===== src/sv/assert_macros.svh =====
// ----------------------------------------------------------------------------
// Assertion macros
// Shorthand for clocked implication checks on aclk, disabled during reset.
// ----------------------------------------------------------------------------
`ifndef ASSERT_MACROS_SVH
`define ASSERT_MACROS_SVH

// Same-cycle implication
`define ASSERT_SAME(lbl, ante, cons) \
    lbl: assert property (@(posedge aclk) disable iff (!aresetn) (ante) |-> (cons)) \
        else $error("check failed");

// Next-cycle implication
`define ASSERT_NEXT(lbl, ante, cons) \
    lbl: assert property (@(posedge aclk) disable iff (!aresetn) (ante) |=> (cons)) \
        else $error("check failed");

`endif


===== src/sv/bdfa_pkg.sv =====
// ----------------------------------------------------------------------------
// bdfa_pkg
// Types and constants shared by the byte-stream DFA blocks.
// ----------------------------------------------------------------------------
package bdfa_pkg;

    localparam int MAX_STATES     = 64;
    localparam int ALPHABET_SIZE  = 256;
    localparam int MAX_RECORD_LEN = 4095;

    localparam int STATE_W   = 6;
    localparam int BYTE_W    = 8;
    localparam int REC_W     = 12;
    localparam int MEM_DEPTH = MAX_STATES * ALPHABET_SIZE;
    localparam int ADDR_W    = $clog2(MEM_DEPTH);

    typedef enum logic [2:0] {
        ACT_WRITE_ENTRY  = 3'd0,
        ACT_SET_STATE    = 3'd1,
        ACT_PARSE_BYTE   = 3'd2,
        ACT_START_RECORD = 3'd3,
        ACT_STOP_RECORD  = 3'd4
    } bdfa_action_t;

    typedef enum logic [1:0] {
        STAT_OK       = 2'd0,
        STAT_NO_TRANS = 2'd1,
        STAT_IGNORED  = 2'd2
    } bdfa_status_t;

    typedef struct packed {
        logic [2:0]         action;
        logic [STATE_W-1:0] state_index;
        logic [BYTE_W-1:0]  input_byte;
        logic [STATE_W-1:0] dest_state;
        logic               dest_is_error;
        logic [REC_W-1:0]   record_length;
        logic               chunk_last;
    } bdfa_in_t;

    typedef struct packed {
        logic [1:0]         status;
        logic [STATE_W-1:0] previous_state;
        logic [STATE_W-1:0] current_state_out;
        logic               state_changed;
        logic               record_valid;
        logic [BYTE_W-1:0]  record_byte;
        logic               record_trim;
        logic               chunk_end;
    } bdfa_out_t;

    // One transition memory entry
    typedef struct packed {
        logic               err;
        logic [STATE_W-1:0] dest;
    } bdfa_entry_t;

    localparam bdfa_entry_t ENTRY_ERROR = '{err: 1'b1, dest: '0};

    // Handshake control from the top level
    typedef struct packed {
        logic load;     // word accepted this cycle
        logic advance;  // execute stage moves into the result register
    } bdfa_ctrl_t;

endpackage


===== src/sv/bdfa_core.sv =====
// ----------------------------------------------------------------------------
// bdfa_core
// Execute stage: holds the accepted word, applies its action to the DFA and
// recording state, and forwards the resulting state to the memory address.
// ----------------------------------------------------------------------------
module bdfa_core import bdfa_pkg::*; (
    input  logic               aclk,
    input  logic               aresetn,
    input  bdfa_ctrl_t         ctrl,
    input  bdfa_in_t           s_word,
    input  bdfa_entry_t        rd_entry,
    output logic               busy,
    output logic [STATE_W-1:0] state_fwd,
    output bdfa_out_t          result
);

    bdfa_in_t           item_reg;
    logic               item_valid_reg;
    logic [STATE_W-1:0] cur_state_reg,   cur_state_next;
    logic               err_latched_reg, err_latched_next;
    logic [BYTE_W-1:0]  last_byte_reg,   last_byte_next;
    logic [REC_W-1:0]   rec_remain_reg,  rec_remain_next;
    logic [REC_W-1:0]   rec_count_reg,   rec_count_next;
    logic [REC_W-1:0]   rec_len_clamped;

    always_comb begin
        cur_state_next   = cur_state_reg;
        err_latched_next = err_latched_reg;
        last_byte_next   = last_byte_reg;
        rec_remain_next  = rec_remain_reg;
        rec_count_next   = rec_count_reg;
        rec_len_clamped  = (item_reg.record_length > REC_W'(MAX_RECORD_LEN)) ?
                           REC_W'(MAX_RECORD_LEN) : item_reg.record_length;
        result                = '0;
        result.status         = STAT_OK;
        result.previous_state = cur_state_reg;

        case (item_reg.action)
            ACT_WRITE_ENTRY: begin
                // memory write already done at accept
            end
            ACT_SET_STATE: begin
                if (32'(item_reg.state_index) < MAX_STATES) begin
                    cur_state_next   = item_reg.state_index;
                    err_latched_next = 1'b0;
                end
            end
            ACT_PARSE_BYTE: begin
                result.chunk_end = item_reg.chunk_last;
                if (err_latched_reg) begin
                    result.status = STAT_IGNORED;
                end else begin
                    last_byte_next = item_reg.input_byte;
                    if (rd_entry.err) begin
                        result.status    = STAT_NO_TRANS;
                        err_latched_next = 1'b1;
                    end else begin
                        if (rec_remain_reg != '0) begin
                            result.record_valid = 1'b1;
                            result.record_byte  = item_reg.input_byte;
                            rec_remain_next     = rec_remain_reg - REC_W'(1);
                            rec_count_next      = rec_count_reg + REC_W'(1);
                        end
                        result.state_changed = rd_entry.dest != cur_state_reg;
                        cur_state_next       = rd_entry.dest;
                    end
                end
            end
            ACT_START_RECORD: begin
                rec_remain_next = rec_len_clamped;
                rec_count_next  = '0;
                // capture the byte already seen
                if (rec_len_clamped != '0) begin
                    result.record_valid = 1'b1;
                    result.record_byte  = last_byte_reg;
                    rec_remain_next     = rec_len_clamped - REC_W'(1);
                    rec_count_next      = REC_W'(1);
                end
            end
            ACT_STOP_RECORD: begin
                result.record_trim = rec_count_reg != '0;
                rec_remain_next    = '0;
                rec_count_next     = '0;
            end
            default: begin
            end
        endcase

        result.current_state_out = cur_state_next;
        state_fwd = ctrl.advance ? cur_state_next : cur_state_reg;
    end

    always_ff @(posedge aclk) begin
        if (ctrl.load) begin
            item_reg <= s_word;
        end
    end

    always_ff @(posedge aclk) begin
        if (!aresetn) begin
            item_valid_reg  <= 1'b0;
            cur_state_reg   <= '0;
            err_latched_reg <= 1'b0;
            last_byte_reg   <= '0;
            rec_remain_reg  <= '0;
            rec_count_reg   <= '0;
        end else begin
            if (ctrl.load) begin
                item_valid_reg <= 1'b1;
            end else if (ctrl.advance) begin
                item_valid_reg <= 1'b0;
            end
            if (ctrl.advance) begin
                cur_state_reg   <= cur_state_next;
                err_latched_reg <= err_latched_next;
                last_byte_reg   <= last_byte_next;
                rec_remain_reg  <= rec_remain_next;
                rec_count_reg   <= rec_count_next;
            end
        end
    end

    assign busy = item_valid_reg;

endmodule

===== config.mk =====
export PLATFORM = sky130hd
export DESIGN_NAME = bdfa_core
export DESIGN_NICKNAME = d
export VERILOG_FILES = /design/src/sv/assert_macros.svh /design/src/sv/bdfa_pkg.sv /design/src/sv/bdfa_core.sv
export SDC_FILE = /design/constraint.sdc
export NUM_CORES = 1
export LEC_CHECK = 0
export BUFFER_PORTS_ARGS = -buffer_cell sky130_fd_sc_hd__buf_4
export CAP_MARGIN = 10
export CORE_ASPECT_RATIO = 2
export CORE_MARGIN = 2
export CORE_UTILIZATION = 35
export CTS_CLUSTER_SIZE = 20
export DETAILED_ROUTE_END_ITERATION = 8
export GPL_TIMING_DRIVEN = 0
export HOLD_SLACK_MARGIN = 0.06
export PLACE_DENSITY = 0.63
export SYNTH_ARGS = -nofsm -noshare
export SYNTH_HDL_FRONTEND = slang
export SYNTH_SLANG_ARGS = --single-unit

===== constraint.sdc =====
create_clock -name aclk -period 2.51 [get_ports aclk]
set_input_delay 0.502 -clock aclk [delete_from_list [all_inputs] [get_ports aclk]]
set_output_delay 0.502 -clock aclk [all_outputs]
set_load 0.02 [all_outputs]

# After elaboration in Yosys (flattened, before gate mapping)
# Cells that the tools add are included.
[word_totals]
register_bits = 70
inputBits = 48
elab_cells = 64
[op_classes]
n_addsub = 3
n_lt_le_gt_ge = 1
n_eq_ne = 8
mux = 31
bitwise = 1
reduce_logical = 9
[ops]
columns = ["cell", "count"]
rows = [
  ["12-bit two-way mux", 8],
  ["12-bit one-hot mux with 3 select lines", 2],
  ["12-bit nonzero test", 3],
  ["12-bit by 1-bit subtractor with 12-bit output (second input constant)", 2],
  ["10-bit two-way mux", 2],
  ["6-bit two-way mux", 3],
  ["9-bit two-way mux", 2],
  ["9-bit one-hot mux with 2 select lines", 1],
  ["12-bit by 1-bit adder with 12-bit output (second input constant)", 1],
  ["12-bit > comparator (second input constant)", 1],
  ["6-bit one-hot mux with 2 select lines", 1],
  ["1-bit two-way mux", 9],
  ["3-bit by 2-bit == test with 1-bit output (second input constant)", 2],
  ["2-bit inequality test (second input constant)", 3],
  ["6-bit inequality test", 1],
  ["5-bit AND reduction", 1],
  ["2-bit two-way mux", 2],
  ["2-bit nonzero test", 2],
  ["3-bit by 1-bit == test with 1-bit output (second input constant)", 1],
  ["3-bit == test (second input constant)", 1],
  ["3-bit AND reduction", 1],
  ["3-bit nonzero test", 1],
  ["1-bit one-hot mux with 2 select lines", 1],
  ["2-bit AND reduction", 1],
  ["1-bit NOT", 1],
]

# Logic depth before layout (Yosys ltp)
# Gate-level depths: netlist of the first run.
[depth]
word_depth = 5
ltp_mapped = 8

# Worst setup path after synthesis of the first run
# OpenSTA, ideal clock, no wires.
[synth_path]
kind = "flip-flop to output port"
startpoint = "reg item_reg[1] (netlist name)"
endpoint = "out result[2] (netlist name)"
arrival_ps = 1807
required_ps = 2008
path_slack_ps = 201
stages_incl_launch_ff = 8
path_buffers = 1
cell_sequence = "edfxtp_1 inv_1 ha_1 nor4b_1 and3_1 nor2_1 clkbuf_1 a22o_1"
[synth_rtl]
columns = ["item", "line", "text"]
rows = [
  ["start: declaration", "bdfa_core.sv:17", "bdfa_in_t item_reg;"],
  ["start signal: assignment", "bdfa_core.sv:95", "item_reg <= s_word;"],
  ["end: declaration", "bdfa_core.sv:14", "output bdfa_out_t result"],
]

==> impl_metrics.py, run 1 <==
metrics = {
    "critical_path": {
        "critPathRequiredTime_ns": 2.01,
        "cp-endpoint": "result[5]",
        "max_stage_delay_ns": 0.43,
        "start_kind": "flop",
        "worstPathArrival_ns": 2.14,
        "r2r_end": "rec_remain_reg[11]$_SDFFE_PN0P_",
        "reg2reg_depth": 6,
        "r2r_slack_ns": 0.17,
        "rr_startpoint": "item_reg[1]$_DFFE_PP_",
        "crit_path_cell_trace": "or3b_4, or3_4, a21oi_4, a22o_1, buf_6",
        "cp-end-kind": "output pin",
        "startpoint": "item_reg[36]$_DFFE_PP_",
        "cpMaxStageDelayCell": "or3b_4",
        "cp_max_fo": 5,
        "critPathKind": "reg -> out",
    },
    "sta": {
        "maxClockFrequency_mhz": 378.4,
        "slew_headroom_pct": 24.97,
        "fin_skew_ns": 0.008566,
        "finalCriticalPeriod_ns": 2.643,
        "tightestPinTransition_ns": 1.115,
        "rsz0062_at_grt": "yes",
        "min_period_over_period_pct": 105.3,
        "finalHoldViolCount": 0,
        "slew_violations": 0,
        "setup_ws_ns": -0.1328,
        "report.final.setup_viol": 16,
    },
    "global_routing": {
        "groute.usage.overall_pct": 20.11,
        "grt_pass1_wl_microns": 16690,
        "antenna_found_initial": 0,
        "first_global_vias": 3399,
        "grt_max_degree": 32,
        "grt_overflow": 0,
    },
    "cells_and_area": {
        "diodes": 0,
        "layout_commonest_cell": "buf_4",
        "area_growth_pct": 41.00,
        "post-route-util_pct": 50.16,
        "largest_register_ffs": 30,
        "final_cell_mix": "buf_4, dfxtp_1, edfxtp_1",
        "fin_area_sq_um": 5026,
        "nets": 519,
        "drive_above_1_share_pct": 31.91,
    },
    "clock_tree": {
        "clk_pin_slew_worst_paths_ns": 0.06,
        "numCtsBuffers": 9,
        "root_buffer": "clkbuf_16",
        "cts_tree": "done",
        "cts.sinks": 70,
        "htree_levels": 3,
        "insertion_delay_ns": 0.34,
        "cts_max_path_buffers": 2,
    },
    "run": {
        "max_cap_viol_count": 0,
    },
    "logic_synthesis": {
        "synth_top_family_by_area": "simple AND/OR/NAND/NOR gates",
        "synth_mux_area_share_pct": 0.2808,
        "synthSimpleGateAreaFrac_pct": 23.20,
        "synth.distinct_cells": 62,
        "synth_nets": 408,
        "ys_seq_elements": 70,
        "synth_flop_cell": "dfxtp_1",
        "synth_compound_area_share_pct": 18.74,
        "synth-edff-count": 30,
        "syn_avg_cell_area_sq_um": 10.07,
        "yosysWarnings": 0,
        "ys_seq_area_share_pct": 47.74,
        "synth_xor_area_share_pct": 5.160,
        "async_flop_share_pct": 0,
        "synthesis.area_sq_um": 3565,
        "synth_cells": 354,
        "synthAdderAreaFrac_pct": 2.106,
    },
    "floorplan": {
        "die_w_microns": 75.36,
        "core_area_sq_um": 10020,
        "die-area_sq_um": 11060,
        "placementRows": 52,
        "start_util_pct": 35.58,
        "die_h_microns": 146.7,
        "io_pins": 81,
    },
    "min_path": {
        "hold_class": "in -> reg",
        "whs_path_depth": 1,
    },
    "detailed_routing": {
        "drtAntennaViolNets": 0,
        "firstDrtPassIters": 7,
        "routed_wl_microns": 10650,
        "wl_per_cell_microns": 17.60,
        "viasPerCell": 5.559,
        "vias": 3363,
        "drc_errors": 0,
        "drtIter0Drc": 157,
    },
    "place": {
        "port_buffers": 73,
        "preCtsSetupSlack_ns": -0.2414,
        "gp_congestion": 0.9483,
        "placed_cell_area_sq_um": 4282,
        "dp_hpwl_microns": 7631,
    },
    "power": {
        "finalPower_mw": 3.220,
        "power.density_nw_per_um2": 640.6,
        "ir_drop_v": 0.0004966,
        "leakage_nw": 1.982,
    },
    "run_status": {
        "violations": "setup timing",
        "outcome": "finished, violations left",
    },
}
[report_power, final]
group	total (mW)	internal [mW]	switching, mW
Combinational	0.681	0.310	0.371
Clock	1.21	0.719	0.489
Sequential	1.33	1.26	0.0677
[through the flow]
stage	std cells	setup TNS, ns	hold WS (ns)
after floorplan	354	0	0.4360
after global placement	562	-1.877	0.4424
after detailed placement	562	-1.968	0.4479
after CTS	599	-1.094	0.3304
after global routing	605	-2.140	0.3287
final	605	-1.147	0.3350
[Yosys cell counts, drive strengths merged, types with 8 or more instances]
cell type	number	area, sq um
xor2	15	131.4
nor2	25	96.35
nand4	8	50.05
nand3	18	90.09
and2	19	118.9
edfxtp	30	900.9
dfxtp	40	800.8
o21ai	13	68.81
nor3	14	86.34
a22o	20	175.2
inv	10	37.54
nand2	20	85.08
a21oi	19	106.4
[worst min path at each step]
stage,to,slack (ns),start
after detailed placement,last_byte_reg[5]$_SDFFE_PN0P_,0.45,last_byte_reg[5]$_SDFFE_PN0P_
after global placement,last_byte_reg[5]$_SDFFE_PN0P_,0.44,last_byte_reg[5]$_SDFFE_PN0P_
after CTS,item_reg[27]$_DFFE_PP_,0.33,s_word[27]
after global routing,item_reg[21]$_DFFE_PP_,0.33,s_word[21]
after floorplan,last_byte_reg[0]$_SDFFE_PN0P_,0.44,last_byte_reg[0]$_SDFFE_PN0P_
final,item_reg[22]$_DFFE_PP_,0.34,s_word[22]
[timing repair]
| action | in CTS | in global routing |
|---|---|---|
| pin swaps | 17 | 12 |
| buffers inserted | 19 | 6 |
| hold buffers | 0 | 0 |
| hold endpoints to repair | 0 | 0 |
| endpoints found under the setup margin | 21 | 22 |
| gates resized for setup | 41 | 12 |
| cloned | 2 | 0 |
[kinds of logic (layout without fill, tap and decap cells)]
family / Yosys count / after routing
compound gates: 92 / 93
xor+xnor: 21 / 21
fa+ha+maj: 6 / 6
buf+inv: 23 / 138
flops: 70 / 70
mux: 1 / 1
simple gates: 141 / 141
[worst max-delay path: cells and delay by family, from the launching register on]
family / cells / cell delay (ns)
simple gates: 2 / 0.82
compound gates: 2 / 0.44
flops: 1 / 0.41
buf+inv: 1 / 0.13
[layer usage]
layer	GRT usage, %	up-vias	wire [microns]
li1	-	1567	-
met1	19.96	1627	3562
met2	35.70	126	6035
met3	3.635	43	403
met4	13.51	0	646
met5	0	-	0
[layout make-up]
class / instances / area (sq um)
buffer: 13 / 71.32
clock buffer: 10 / 250.2
clock inverter: 6 / 35.03
fill: 955 / 4994
inverter: 10 / 37.54
multi-input combinational: 262 / 1904
sequential: 70 / 1702
tap: 135 / 168.9
timing repair buffer: 99 / 857.1
Power figures use the tool's default switching activity.
==> run 2, diff against run 1 <==
--- a/config.mk
+++ b/config.mk
@@ -5,6 +5,7 @@
 export SDC_FILE = /design/constraint.sdc
 export NUM_CORES = 1
 export LEC_CHECK = 0
+export ABC_AREA = 1
 export BUFFER_PORTS_ARGS = -buffer_cell sky130_fd_sc_hd__buf_4
 export CAP_MARGIN = 10
 export CORE_ASPECT_RATIO = 2
@@ -14,7 +15,7 @@
 export DETAILED_ROUTE_END_ITERATION = 8
 export GPL_TIMING_DRIVEN = 0
 export HOLD_SLACK_MARGIN = 0.06
-export PLACE_DENSITY = 0.63
+export PLACE_DENSITY = 0.62
 export SYNTH_ARGS = -nofsm -noshare
 export SYNTH_HDL_FRONTEND = slang
 export SYNTH_SLANG_ARGS = --single-unit
==> run 2 against run 1 <==
Effect of this change:
- the flow now finishes without violations
- final area grew 0.37%
- final cell count is 30% higher
- power fell by 1.6%
- maximum frequency increased by 11%
- largest power group unchanged
- synthesized cell count up 56%
- core utilization down 5.2 points
- highest routed layer unchanged
- first-iteration DRC count is 12% higher
==> impl_metrics.py, run 2 <==
metrics = {
    "clock_tree": {
        "cts.sinks": 70,
        "cts_tree": "done",
        "cts_max_path_buffers": 2,
        "insertion_delay_ns": 0.33,
        "clk_pin_slew_worst_paths_ns": 0.06,
        "root_buffer": "clkbuf_16",
        "numCtsBuffers": 9,
        "htree_levels": 3,
        "cts-hold-fix-buffers": 0,
    },
    "logic_synthesis": {
        "synth_area_leaders": "edfxtp_1, dfxtp_1, nand2_1",
        "yosysWarnings": 0,
        "synth_mux_area_share_pct": 0,
        "ys_seq_elements": 70,
        "synth_nets": 608,
        "synthSimpleGateAreaFrac_pct": 35.26,
        "synthTopCellsByCount": "nand2_1, nor2_1, inv_1",
        "yosysTopAreaCell": "edfxtp_1",
        "ys_seq_area_share_pct": 42.89,
        "synth.distinct_cells": 41,
        "synth_cells": 554,
        "synth-edff-count": 30,
        "synth_xor_area_share_pct": 0.8830,
        "post-synth-top-count-cell": "nand2_1",
        "synthAdderAreaFrac_pct": 1.892,
        "synth_compound_area_share_pct": 10.66,
        "synth_top_family_by_area": "simple AND/OR/NAND/NOR gates",
        "synth_top_area_share_pct": 22.71,
        "synth_flop_cell": "dfxtp_1",
        "syn_avg_cell_area_sq_um": 7.162,
        "synthesis.area_sq_um": 3968,
        "async_flop_share_pct": 0,
    },
    "cells_and_area": {
        "seqCellArea_sq_um": 1702,
        "final.fill_count": 1140,
        "final_cell_mix": "nand2_1, nor2_1, buf_4",
        "nets": 695,
        "fin_area_sq_um": 5045,
        "multi_input_area_sq_um": 1968,
        "largest_register_ffs": 30,
        "drive_above_1_share_pct": 19.81,
        "layout_commonest_cell": "nand2_1",
        "post-route-util_pct": 44.97,
        "finalNonFillerCells": 788,
        "diodes": 0,
        "area_growth_pct": 27.15,
    },
    "floorplan": {
        "die_h_microns": 154.6,
        "start_util_pct": 35.37,
        "placementRows": 55,
        "core_area_sq_um": 11220,
        "die-area_sq_um": 12260,
        "die_w_microns": 79.29,
        "io_pins": 81,
    },
    "critical_path": {
        "rr_startpoint": "item_reg[2]$_DFFE_PP_",
        "cp_max_fo": 5,
        "cpMostUsedCell": "nand2_1",
        "cpMaxStageDelayCell": "edfxtp_1",
        "r2r_slack_ns": 0.77,
        "worstPathArrival_ns": 1.89,
        "max_stage_delay_ns": 0.44,
        "critPathKind": "reg -> out",
        "crit_path_cell_trace": "inv_1, ha_1, nand2_1, nor2_4, a21oi_4, buf_4, nand2_1, nand2_1, buf_4",
        "startpoint": "item_reg[2]$_DFFE_PP_",
        "start_kind": "flop",
        "cp-end-kind": "output pin",
        "critPathRequiredTime_ns": 2.01,
    },
    "sta": {
        "maxClockFrequency_mhz": 418.7,
        "finalCriticalPeriod_ns": 2.389,
        "slew_headroom_pct": 54.80,
        "min_period_over_period_pct": 95.16,
        "setup_ws_ns": 0.1215,
        "fin_skew_ns": 0.006049,
        "slew_violations": 0,
        "rsz0062_at_grt": "no",
        "finalHoldViolCount": 0,
        "fin_tns_setup_ns": 0,
        "tightestPinTransition_ns": 0.6780,
        "report.final.setup_viol": 0,
        "hold_ws_ns": 0.3420,
    },
    "detailed_routing": {
        "dr.max_layer_used": "met4",
        "drt-met1-wl_microns": 3783,
        "routed_wl_microns": 10550,
        "drc_errors": 0,
        "dr_wl_met2_microns": 6029,
        "viasPerCell": 4.787,
        "met3_length_microns": 362,
        "firstDrtPassIters": 4,
        "wl_per_cell_microns": 13.39,
        "drtIter0Drc": 176,
        "vias": 3772,
        "drtAntennaViolNets": 0,
    },
    "place": {
        "dp_hpwl_microns": 8061,
        "preCtsSetupSlack_ns": 0.2590,
        "dp.cells": 769,
        "port_buffers": 73,
        "gp_congestion": 0.9084,
        "placed_cell_area_sq_um": 4693,
    },
    "power": {
        "finalPower_mw": 3.167,
        "power.density_nw_per_um2": 627.7,
        "ir_drop_v": 0.0004114,
        "leakage_nw": 2.290,
    },
    "global_routing": {
        "grt_overflow": 0,
        "first_global_vias": 3715,
        "groute.usage.overall_pct": 18.19,
        "grt_max_degree": 32,
        "grt_pass1_wl_microns": 17260,
        "antenna_found_initial": 0,
    },
    "min_path": {
        "hold_class": "in -> reg",
        "hold_start": "s_word[22]",
    },
    "run": {
        "max_cap_viol_count": 0,
    },
    "run_status": {
        "outcome": "finished clean",
    },
}
-- run 2: power breakdown --
part | internal [mW] | switching [mW]
clock | 0.765 | 0.475
sequential | 1.26 | 0.0512
combinational | 0.227 | 0.384
-- run 2: worst paths after layout --
check	end	cells past startpoint
max	result[8]	9
max reg2reg	rec_remain_reg[10]$_SDFFE_PN0P_	11
min	item_reg[22]$_DFFE_PP_	1
min reg2reg	last_byte_reg[6]$_SDFFE_PN0P_	2
-- run 2: cells by family (layout without fill, tap and decap cells) --
family | after synthesis | in the layout
flip-flops | 70 | 70
AO/OA/AOI/OAI | 76 | 76
adder cells (fa/ha/maj) | 6 | 6
XOR/XNOR | 4 | 4
AND/OR/NAND/NOR | 320 | 320
buffers and inverters | 78 | 170
-- run 2: worst max-delay path, delay by kind of cell, from the launching register on --
kind,cells,cell delay (ns)
buf+inv,3,0.46
simple gates,4,0.40
compound gates,1,0.09
fa+ha+maj,1,0.17
flops,1,0.44
-- run 2: final cells by class --
| class | count | share of cell area, % |
|---|---|---|
| Timing Repair Buffer | 76 | 11.26 |
| Buffer | 10 | 1.339 |
| Clock buffer | 10 | 4.539 |
| Inverter | 68 | 5.357 |
| Sequential cell | 70 | 33.73 |
| Tap cell | 142 | 3.522 |
| Multi-Input combinational cell | 406 | 39.01 |
| Clock inverter | 6 | 1.240 |
-- run 2: routing by layer --
metal  vias to the layer above  GRT usage, %
li1                       1970             -
met1                      1679         17.76
met2                        97         34.83
met3                        26         3.501
met4                         0         9.442
met5                         -             0
-- run 2: repair_timing --
item,4_1_cts,5_1_grt
setup endpoints to repair,13,18
gates cloned,0,1
buffers inserted,0,2
gates resized for setup,4,10
